==> config.mk <==
export PLATFORM = sky130hd
export DESIGN_NAME = hqx_neighbor_pattern_top
export DESIGN_NICKNAME = d
export VERILOG_FILES = /design/src/hw/rtl/hqx_pkg.sv /design/src/hw/rtl/hqx_front.sv /design/src/hw/rtl/hqx_queue.sv /design/src/hw/rtl/hqx_back.sv /design/src/hw/rtl/hqx_neighbor_pattern_top.sv
export SDC_FILE = /design/constraint.sdc
export NUM_CORES = 2
export LEC_CHECK = 0
export ABC_AREA = 1
export BUFFER_PORTS_ARGS = -buffer_cell sky130_fd_sc_hd__buf_2
export CAP_MARGIN = 20
export CORE_MARGIN = 5
export CORE_UTILIZATION = 45
export DETAILED_ROUTE_END_ITERATION = 10
export SLEW_MARGIN = 20
export SYNTH_ARGS = -nofsm -noshare
export SYNTH_HDL_FRONTEND = slang
export SYNTH_SLANG_ARGS = --single-unit
==> constraint.sdc <==
create_clock -name i_clk -period 10.6 [get_ports i_clk]
set_input_delay 0.53 -clock i_clk [delete_from_list [all_inputs] [get_ports i_clk]]
set_output_delay 0.53 -clock i_clk [all_outputs]
set_load 0.02 [all_outputs]
==> src/hw/rtl/hqx_pkg.sv <==
// ----------------------------------------------------------------------------
// hqx_pkg
// Shared types and constants of the hqx neighbor pattern block.
// ----------------------------------------------------------------------------
package hqx_pkg;

    // packed YUV pixel, 8 bits per channel
    typedef struct packed {
        logic [7:0] y;
        logic [7:0] u;
        logic [7:0] v;
    } t_yuv;

    // one column of three pixels, index 0 top, 1 middle, 2 bottom
    typedef t_yuv [2:0] t_col;

    // work handed from the front to the back for one accepted item
    typedef struct packed {
        t_col left;
        t_col center;
        t_col right;
        logic first;
        logic last;
    } t_job;

    // similarity thresholds
    typedef struct packed {
        logic [7:0] luma;
        logic [7:0] u;
        logic [7:0] v;
    } t_thresh;

    // configuration register indexes
    localparam logic [1:0] CFG_LUMA_THRESHOLD = 2'd0;
    localparam logic [1:0] CFG_U_THRESHOLD    = 2'd1;
    localparam logic [1:0] CFG_V_THRESHOLD    = 2'd2;

    // threshold reset values
    localparam logic [7:0] RESET_LUMA_THRESHOLD = 8'd48;
    localparam logic [7:0] RESET_U_THRESHOLD    = 8'd7;
    localparam logic [7:0] RESET_V_THRESHOLD    = 8'd6;

endpackage

==> src/hw/rtl/hqx_front.sv <==
// ----------------------------------------------------------------------------
// hqx_front
// Accepts pixel columns, converts them to YUV, tracks the row window and
// queues one job per item.
// ----------------------------------------------------------------------------
module hqx_front (
    input  logic          i_clk,
    input  logic          i_rst_n,
    input  logic          i_valid,
    output logic          o_ready,
    input  logic [71:0]   i_pixels,      // top, middle, bottom RGB from low bits
    input  logic          i_first,
    input  logic          i_last,
    input  logic          i_queue_full,
    output logic          o_push,
    output hqx_pkg::t_job o_job
);
    import hqx_pkg::*;

    // RGB to YUV with floor shifts, all channels land in 8 bits
    function automatic t_yuv to_yuv(input logic [23:0] rgb);
        logic [9:0]  sum_y;
        logic [8:0]  diff_u;
        logic [9:0]  diff_v;
        t_yuv        res;
        sum_y   = {2'b00, rgb[23:16]} + {2'b00, rgb[15:8]} + {2'b00, rgb[7:0]};
        diff_u  = {1'b0, rgb[23:16]} + 9'd256 - {1'b0, rgb[7:0]};
        diff_v  = 10'd512 + {1'b0, rgb[15:8], 1'b0} - {2'b00, rgb[23:16]}
                  - {2'b00, rgb[7:0]};
        res.y   = sum_y[9:2];
        res.u   = 8'd64 + {1'b0, diff_u[8:2]};
        res.v   = 8'd64 + {1'b0, diff_v[9:3]};
        return res;
    endfunction

    t_col r_left;
    t_col r_center;
    logic r_center_valid;
    t_col w_col;
    logic w_first;
    logic w_accept;

    // column conversion and row start decision
    always_comb begin
        w_col[0] = to_yuv(i_pixels[23:0]);
        w_col[1] = to_yuv(i_pixels[47:24]);
        w_col[2] = to_yuv(i_pixels[71:48]);
        w_first  = i_first | ~r_center_valid;
    end

    assign o_ready  = ~i_queue_full;
    assign w_accept = i_valid & o_ready;
    assign o_push   = w_accept;

    // job: a row start sees its own column on every side
    always_comb begin
        o_job.left   = w_first ? w_col : r_left;
        o_job.center = w_first ? w_col : r_center;
        o_job.right  = w_col;
        o_job.first  = w_first;
        o_job.last   = i_last;
    end

    // window state
    always_ff @(posedge i_clk) begin
        if (!i_rst_n) begin
            r_left         <= '0;
            r_center       <= '0;
            r_center_valid <= 1'b0;
        end else if (w_accept) begin
            r_left         <= w_first ? w_col : r_center;
            r_center       <= w_col;
            r_center_valid <= ~i_last;
        end
    end

endmodule

==> src/hw/rtl/hqx_queue.sv <==
// ----------------------------------------------------------------------------
// hqx_queue
// Short job queue between the front and the back.
// ----------------------------------------------------------------------------
module hqx_queue #(
    parameter int DEPTH = 4
) (
    input  logic          i_clk,
    input  logic          i_rst_n,
    input  logic          i_push,
    input  hqx_pkg::t_job i_job,
    output logic          o_full,
    input  logic          i_pop,
    output logic          o_head_valid,
    output hqx_pkg::t_job o_head
);
    import hqx_pkg::*;

    localparam int PW = (DEPTH > 1) ? $clog2(DEPTH) : 1;
    localparam int CW = $clog2(DEPTH + 1);

    t_job          r_mem [DEPTH];
    logic [PW-1:0] r_wr_ptr;
    logic [PW-1:0] r_rd_ptr;
    logic [CW-1:0] r_count;

    assign o_full       = (r_count == CW'(DEPTH));
    assign o_head_valid = (r_count != '0);
    assign o_head       = r_mem[r_rd_ptr];

    // storage
    always_ff @(posedge i_clk) begin
        if (i_push) begin
            r_mem[r_wr_ptr] <= i_job;
        end
    end

    // pointers and fill count
    always_ff @(posedge i_clk) begin
        if (!i_rst_n) begin
            r_wr_ptr <= '0;
            r_rd_ptr <= '0;
            r_count  <= '0;
        end else begin
            if (i_push) begin
                r_wr_ptr <= (r_wr_ptr == PW'(DEPTH - 1)) ? '0 : r_wr_ptr + 1'b1;
            end
            if (i_pop) begin
                r_rd_ptr <= (r_rd_ptr == PW'(DEPTH - 1)) ? '0 : r_rd_ptr + 1'b1;
            end
            if (i_push && !i_pop) begin
                r_count <= r_count + 1'b1;
            end else if (!i_push && i_pop) begin
                r_count <= r_count - 1'b1;
            end
        end
    end

endmodule

==> src/hw/rtl/hqx_back.sv <==
// ----------------------------------------------------------------------------
// hqx_back
// Holds the thresholds, compares window pixels and emits one pattern per
// cycle through the output register while a job waits and no stall holds.
// ----------------------------------------------------------------------------
module hqx_back (
    input  logic          i_clk,
    input  logic          i_rst_n,
    input  logic          i_cfg_valid,
    input  logic [1:0]    i_cfg_index,
    input  logic [7:0]    i_cfg_data,
    input  logic          i_head_valid,
    input  hqx_pkg::t_job i_head,
    output logic          o_pop,
    output logic          o_valid,
    input  logic          i_ready,
    output logic [7:0]    o_pattern,
    output logic          o_last
);
    import hqx_pkg::*;

    typedef enum logic [1:0] {
        STEP_MAIN,
        STEP_EDGE,
        STEP_PAD
    } t_step;

    function automatic logic [7:0] abs_diff(input logic [7:0] a, input logic [7:0] b);
        return (a > b) ? a - b : b - a;
    endfunction

    function automatic logic differs(input t_yuv a, input t_yuv b, input t_thresh th);
        return (abs_diff(a.y, b.y) > th.luma) || (abs_diff(a.u, b.u) > th.u) ||
               (abs_diff(a.v, b.v) > th.v);
    endfunction

    function automatic logic [7:0] full_pattern(input t_col l, input t_col c,
                                                input t_col r, input t_thresh th);
        logic [7:0] p;
        p[0] = differs(c[1], l[0], th);
        p[1] = differs(c[1], c[0], th);
        p[2] = differs(c[1], r[0], th);
        p[3] = differs(c[1], l[1], th);
        p[4] = differs(c[1], r[1], th);
        p[5] = differs(c[1], l[2], th);
        p[6] = differs(c[1], c[2], th);
        p[7] = differs(c[1], r[2], th);
        return p;
    endfunction

    function automatic logic [7:0] pad_pattern(input t_col c, input t_thresh th);
        logic [7:0] p;
        p      = '0;
        p[2:0] = {3{differs(c[1], c[0], th)}};
        p[7:5] = {3{differs(c[1], c[2], th)}};
        return p;
    endfunction

    t_thresh    r_thresh;
    t_step      r_step;
    t_step      n_step;
    logic       r_valid;
    logic [7:0] r_pattern;
    logic [7:0] n_pattern;
    logic       r_last;
    logic       n_last;
    logic       w_advance;

    // threshold registers
    always_ff @(posedge i_clk) begin
        if (!i_rst_n) begin
            r_thresh.luma <= RESET_LUMA_THRESHOLD;
            r_thresh.u    <= RESET_U_THRESHOLD;
            r_thresh.v    <= RESET_V_THRESHOLD;
        end else if (i_cfg_valid) begin
            case (i_cfg_index)
                CFG_LUMA_THRESHOLD: r_thresh.luma <= i_cfg_data;
                CFG_U_THRESHOLD:    r_thresh.u    <= i_cfg_data;
                CFG_V_THRESHOLD:    r_thresh.v    <= i_cfg_data;
                default:            ;
            endcase
        end
    end

    // a job waits and the output register is free or draining this cycle
    assign w_advance = i_head_valid & (~r_valid | i_ready);

    // pattern of the current step; a row end walks through edge and pad
    always_comb begin
        n_pattern = '0;
        n_last    = 1'b1;
        n_step    = STEP_MAIN;
        case (r_step)
            STEP_MAIN: begin
                n_pattern = i_head.first ? pad_pattern(i_head.right, r_thresh)
                          : full_pattern(i_head.left, i_head.center, i_head.right,
                                         r_thresh);
                n_last    = ~i_head.last;
                n_step    = i_head.last ? STEP_EDGE : STEP_MAIN;
            end
            STEP_EDGE: begin
                n_pattern = full_pattern(i_head.center, i_head.right, i_head.right,
                                         r_thresh);
                n_last    = 1'b0;
                n_step    = STEP_PAD;
            end
            STEP_PAD: begin
                n_pattern = pad_pattern(i_head.right, r_thresh);
                n_last    = 1'b1;
                n_step    = STEP_MAIN;
            end
            default: begin
                n_pattern = '0;
                n_last    = 1'b1;
                n_step    = STEP_MAIN;
            end
        endcase
    end

    assign o_pop = w_advance & n_last;

    // step sequencer and output register
    always_ff @(posedge i_clk) begin
        if (!i_rst_n) begin
            r_step  <= STEP_MAIN;
            r_valid <= 1'b0;
        end else begin
            if (w_advance) begin
                r_step    <= n_step;
                r_valid   <= 1'b1;
                r_pattern <= n_pattern;
                r_last    <= n_last;
            end else if (i_ready) begin
                r_valid   <= 1'b0;
            end
        end
    end

    assign o_valid   = r_valid;
    assign o_pattern = r_pattern;
    assign o_last    = r_last;

endmodule

==> src/hw/rtl/hqx_neighbor_pattern_top.sv <==
// ----------------------------------------------------------------------------
// hqx_neighbor_pattern_top
// Neighbor difference pattern generator over a streamed 3x3 YUV window.
// ----------------------------------------------------------------------------
// One pixel column (above, current and below row) is taken per clock while
// the job queue has room. Each item gives one 8-bit pattern, except the
// column that ends a row, which gives three patterns (its left neighbor's
// pattern, its own and a trailing padding pattern), the last one flagged by
// tlast. The result port delivers at most one pattern per clock from a
// single output register, so while results do not stall the sustained rate
// is one column per clock inside a row; a job queue of QUEUE_DEPTH entries
// between the input side and the compare side lets input keep flowing
// while results stall or a row end drains. Thresholds must be written by
// the user through the configuration channel while the block is idle; the
// block itself does not enforce this. No clearing pass is needed after reset.
module hqx_neighbor_pattern_top #(
    parameter int QUEUE_DEPTH = 4
) (
    input  logic        i_clk,
    input  logic        i_rst_n,
    // configuration
    input  logic        i_cfg_valid,
    output logic        o_cfg_ready,
    input  logic [1:0]  i_cfg_index,
    input  logic [7:0]  i_cfg_data,
    // pixel columns in
    input  logic        s_axis_tvalid,
    output logic        s_axis_tready,
    input  logic [71:0] s_axis_tdata,   // top_pixel, middle_pixel, bottom_pixel
    input  logic        s_axis_tuser,   // first_in_row
    input  logic        s_axis_tlast,   // last_in_row
    // patterns out
    output logic        m_axis_tvalid,
    input  logic        m_axis_tready,
    output logic [7:0]  m_axis_tdata,   // pattern
    output logic        m_axis_tlast    // last_of_run
);
    import hqx_pkg::*;

    logic w_push;
    logic w_full;
    logic w_pop;
    logic w_head_valid;
    t_job w_job;
    t_job w_head;

    assign o_cfg_ready = 1'b1;

    hqx_front u_front (
        .i_clk        (i_clk),
        .i_rst_n      (i_rst_n),
        .i_valid      (s_axis_tvalid),
        .o_ready      (s_axis_tready),
        .i_pixels     (s_axis_tdata),
        .i_first      (s_axis_tuser),
        .i_last       (s_axis_tlast),
        .i_queue_full (w_full),
        .o_push       (w_push),
        .o_job        (w_job)
    );

    hqx_queue #(
        .DEPTH (QUEUE_DEPTH)
    ) u_queue (
        .i_clk        (i_clk),
        .i_rst_n      (i_rst_n),
        .i_push       (w_push),
        .i_job        (w_job),
        .o_full       (w_full),
        .i_pop        (w_pop),
        .o_head_valid (w_head_valid),
        .o_head       (w_head)
    );

    hqx_back u_back (
        .i_clk        (i_clk),
        .i_rst_n      (i_rst_n),
        .i_cfg_valid  (i_cfg_valid),
        .i_cfg_index  (i_cfg_index),
        .i_cfg_data   (i_cfg_data),
        .i_head_valid (w_head_valid),
        .i_head       (w_head),
        .o_pop        (w_pop),
        .o_valid      (m_axis_tvalid),
        .i_ready      (m_axis_tready),
        .o_pattern    (m_axis_tdata),
        .o_last       (m_axis_tlast)
    );

endmodule

==> impl_metrics.yaml <==
clock_tree:
  cts_tree: "yes"
  cts.clk_slew.worst_paths_ns: 0.08
  post_cts.repair.setup_buffers: 0
  clk_latency_ns: 0.77
  cts_resized: 0
  clock_sinks: 1062
  cts_buffers: 111
  holdBufCountCts: 0
  h-tree-depth: 3
  cts_buffer_depth: 3
  clockRootBuffer: "clkbuf_16"
synthesis:
  ys_ff_latch: 1062
  syn_inst: 9508
  syn-cell-area_um2: 79100
  syn-num-nets: 10700
  ys_types: 47
  ys_warn_count: 0
  avgSynthCellArea_um2: 8.32
  ys_seq_area_share_pct: 38.0
timing:
  maxSlewViolCount: 0
  timing.final.crit_share_pct: 61.5
  finalHoldViolCount: 0
  hold_ws_ns: 0.150
  worstMarginPinSlew_ns: 1.16
  setup_viol: 0
  slew_headroom_pct: 22.8
  fmax_mhz: 153
  finalCriticalPeriod_ns: 6.52
  final.setup.tns_ns: 0
  skew_ns: 0.0690
  rsz0062_at_grt: "no"
place:
  dp_hpwl_mm: 183
  gp_congestion: 0.952
  placed_area_um2: 82100
  io_buffers: 99
floorplanning:
  ioPinCount: 101
  die-area_um2: 184000
  fp.dieW_um: 429
  core_um2: 174000
  rows: 153
  start_util_pct: 45.3
  dieHeight_um: 429
drt:
  via_count: 65600
  ant_nets: 0
  drtIter0Drc: 5955
  dr.pass1.iters: 8
  top_layer: "met4"
  vias_per_cell: 5.49
  dr_wl_met2_mm: 116
  routed_wirelength_mm: 254
  drt-wirelength-per-cell_um: 21.3
  drc: 0
  routed-wl-met3_mm: 15.1
  wl_met1_mm: 112
setup_path:
  path_max_fanout: 134
  startpoint_type: "flop"
  cpMaxStageDelayCell: "o21ai_0"
  path_cells: "inv_8 > buf_12 > nand2_1 > a32oi_1 > buf_4 > inv_1 > ha_1 > nand2_2 > nor2_4 > inv_2 > o221ai_2 > nand2_1 > nand2_1 > nand2_1 > ha_1 > nand2_1 > nor2_1 > nand3_1 > o21ai_0 > nand3_1 > nand2_1 > nand2_1"
  setup.worst_path.end_class: "flop"
  slowest_delay_ns: 0.75
  cpMostUsedCell: "nand2_1"
  cp.arrival_ns: 7.01
  crit_required_ns: 11.09
  worstSetupPathType: "reg2reg"
grt:
  grt_max_degree: 175
  antenna_found_initial: 8
  grt_pass1_wl_mm: 380
  grt_usage_pct: 26.8
  overflow: 0
  first_global_vias: 62300
run:
  maxCapViolations: 0
cells_and_area:
  fin_util_pct: 49.2
  syn2layout_area_growth_pct: 8.58
  multi_input_area_um2: 42700
  mostFrequentLayoutCell: "nand2_1"
  final_cell_mix: "nand2_1 (2548), inv_1 (1255), a21oi_1 (1027)"
  final_layout_size_suffix_gt1_share_pct: 5.63
  register_area_um2: 30100
  nFillCells: 16600
  final_cell_area_um2: 85900
  final_nets: 10700
worst_hold_path:
  hold_path_class: "in2reg"
outcome:
  status: "complete, no violations"
## through the flow
stage,instances,setup slack [ns]
after floorplan,9508,3.20
after global placement,11700,4.13
after detailed placement,11700,4.13
after CTS,11900,4.11
after global routing,11900,3.67
final,11900,4.08
## worst max-delay path, delay by kind of cell, from the launching register on
kind                     cells  cell delay [ns]
flip-flops                   1             0.51
AND/OR/NAND/NOR             12             1.51
adder cells (fa/ha/maj)      2             0.89
buffers and inverters        5             1.96
AO/OA/AOI/OAI                3             1.27
## state kept, by name, indices dropped and copies added (netlist names), named ones only
register	flops
u_back.o_last	1
u_back.o_pattern	8
u_back.o_valid	1
u_back.r_step	2
u_back.r_thresh	24
u_front.r_center	72
u_front.r_center_valid	1
u_front.r_left	72
u_queue.r_count	3
u_queue.r_mem	872
u_queue.r_rd_ptr	2
u_queue.r_wr_ptr	2
## Yosys cell counts, drive strengths merged
cell | n | area, um2
o21a | 38 | 285
conb | 1 | 3.75
a31oi | 4 | 25.0
o221ai | 3 | 45.0
xnor2 | 52 | 455
o21ai | 555 | 2840
a41oi | 3 | 26.3
a32o | 21 | 210
edfxtp | 881 | 26500
nand4 | 84 | 562
nand3b | 3 | 22.5
nand3 | 213 | 1070
o21bai | 32 | 240
and2 | 26 | 163
nor2 | 356 | 1360
a21o | 33 | 248
fa | 94 | 1880
inv | 1294 | 4860
dfxtp | 181 | 3620
a211oi | 5 | 37.5
a21oi | 1032 | 5180
a32oi | 195 | 1710
o22ai | 3 | 18.8
nor3 | 35 | 180
clkbuf | 134 | 543
or2 | 4 | 25.0
ha | 973 | 12200
xor2 | 381 | 3340
o211ai | 85 | 638
buf | 196 | 1030
nand2 | 2590 | 9830
a21boi | 1 | 7.51
## per-layer routing
| layer | GRT usage, % | up-vias |
|---|---|---|
| met3 | 2.75 | 375 |
| met1 | 36.4 | 31400 |
| li1 | - | 31800 |
| met4 | 10.8 | 0 |
| met2 | 43.9 | 2044 |
| met5 | 0 | - |
## kinds of logic (layout without fill, tap and decap cells)
logic type      Yosys count  after routing  synth area share, %
flops                  1062           1062                 38.0
compound gates         2010           2010                 14.6
xor+xnor                433            433                 4.80
buf+inv                1624           1735                 8.13
other cells               1              2              0.00474
fa+ha+maj              1067           1067                 17.8
simple gates           3311           3311                 16.7
## cell type report
cell class / instances / share of cell area (%)
multi-input cells: 6822 / 49.7
flip-flops and latches: 1062 / 35.0
inverters: 1294 / 5.69
clock buffers: 135 / 3.57
well taps: 2325 / 3.39
repair buffers: 231 / 1.82
clock inverters: 75 / 0.831
diodes: 1 / 0.00291
## worst paths after layout
check / depth (start not counted) / slack (ns) / to / start
setup reg to reg: 22 / 4.08 / u_back.o_pattern[3]$_DFFE_PP_ / flop
hold / removal: 2 / 0.15 / u_front.r_center_valid$_SDFFE_PN0P_ / s_axis_tlast
hold reg to reg: 2 / 0.46 / u_front.r_center[55]$_SDFFE_PN0P_ / u_front.r_center[55]$_SDFFE_PN0P_
setup / recovery: 22 / 4.08 / u_back.o_pattern[3]$_DFFE_PP_ / flop
Power is left out: the tool's default activity adds up to more than one toggle a clock period on the data nets, which glitch-free logic cannot reach.
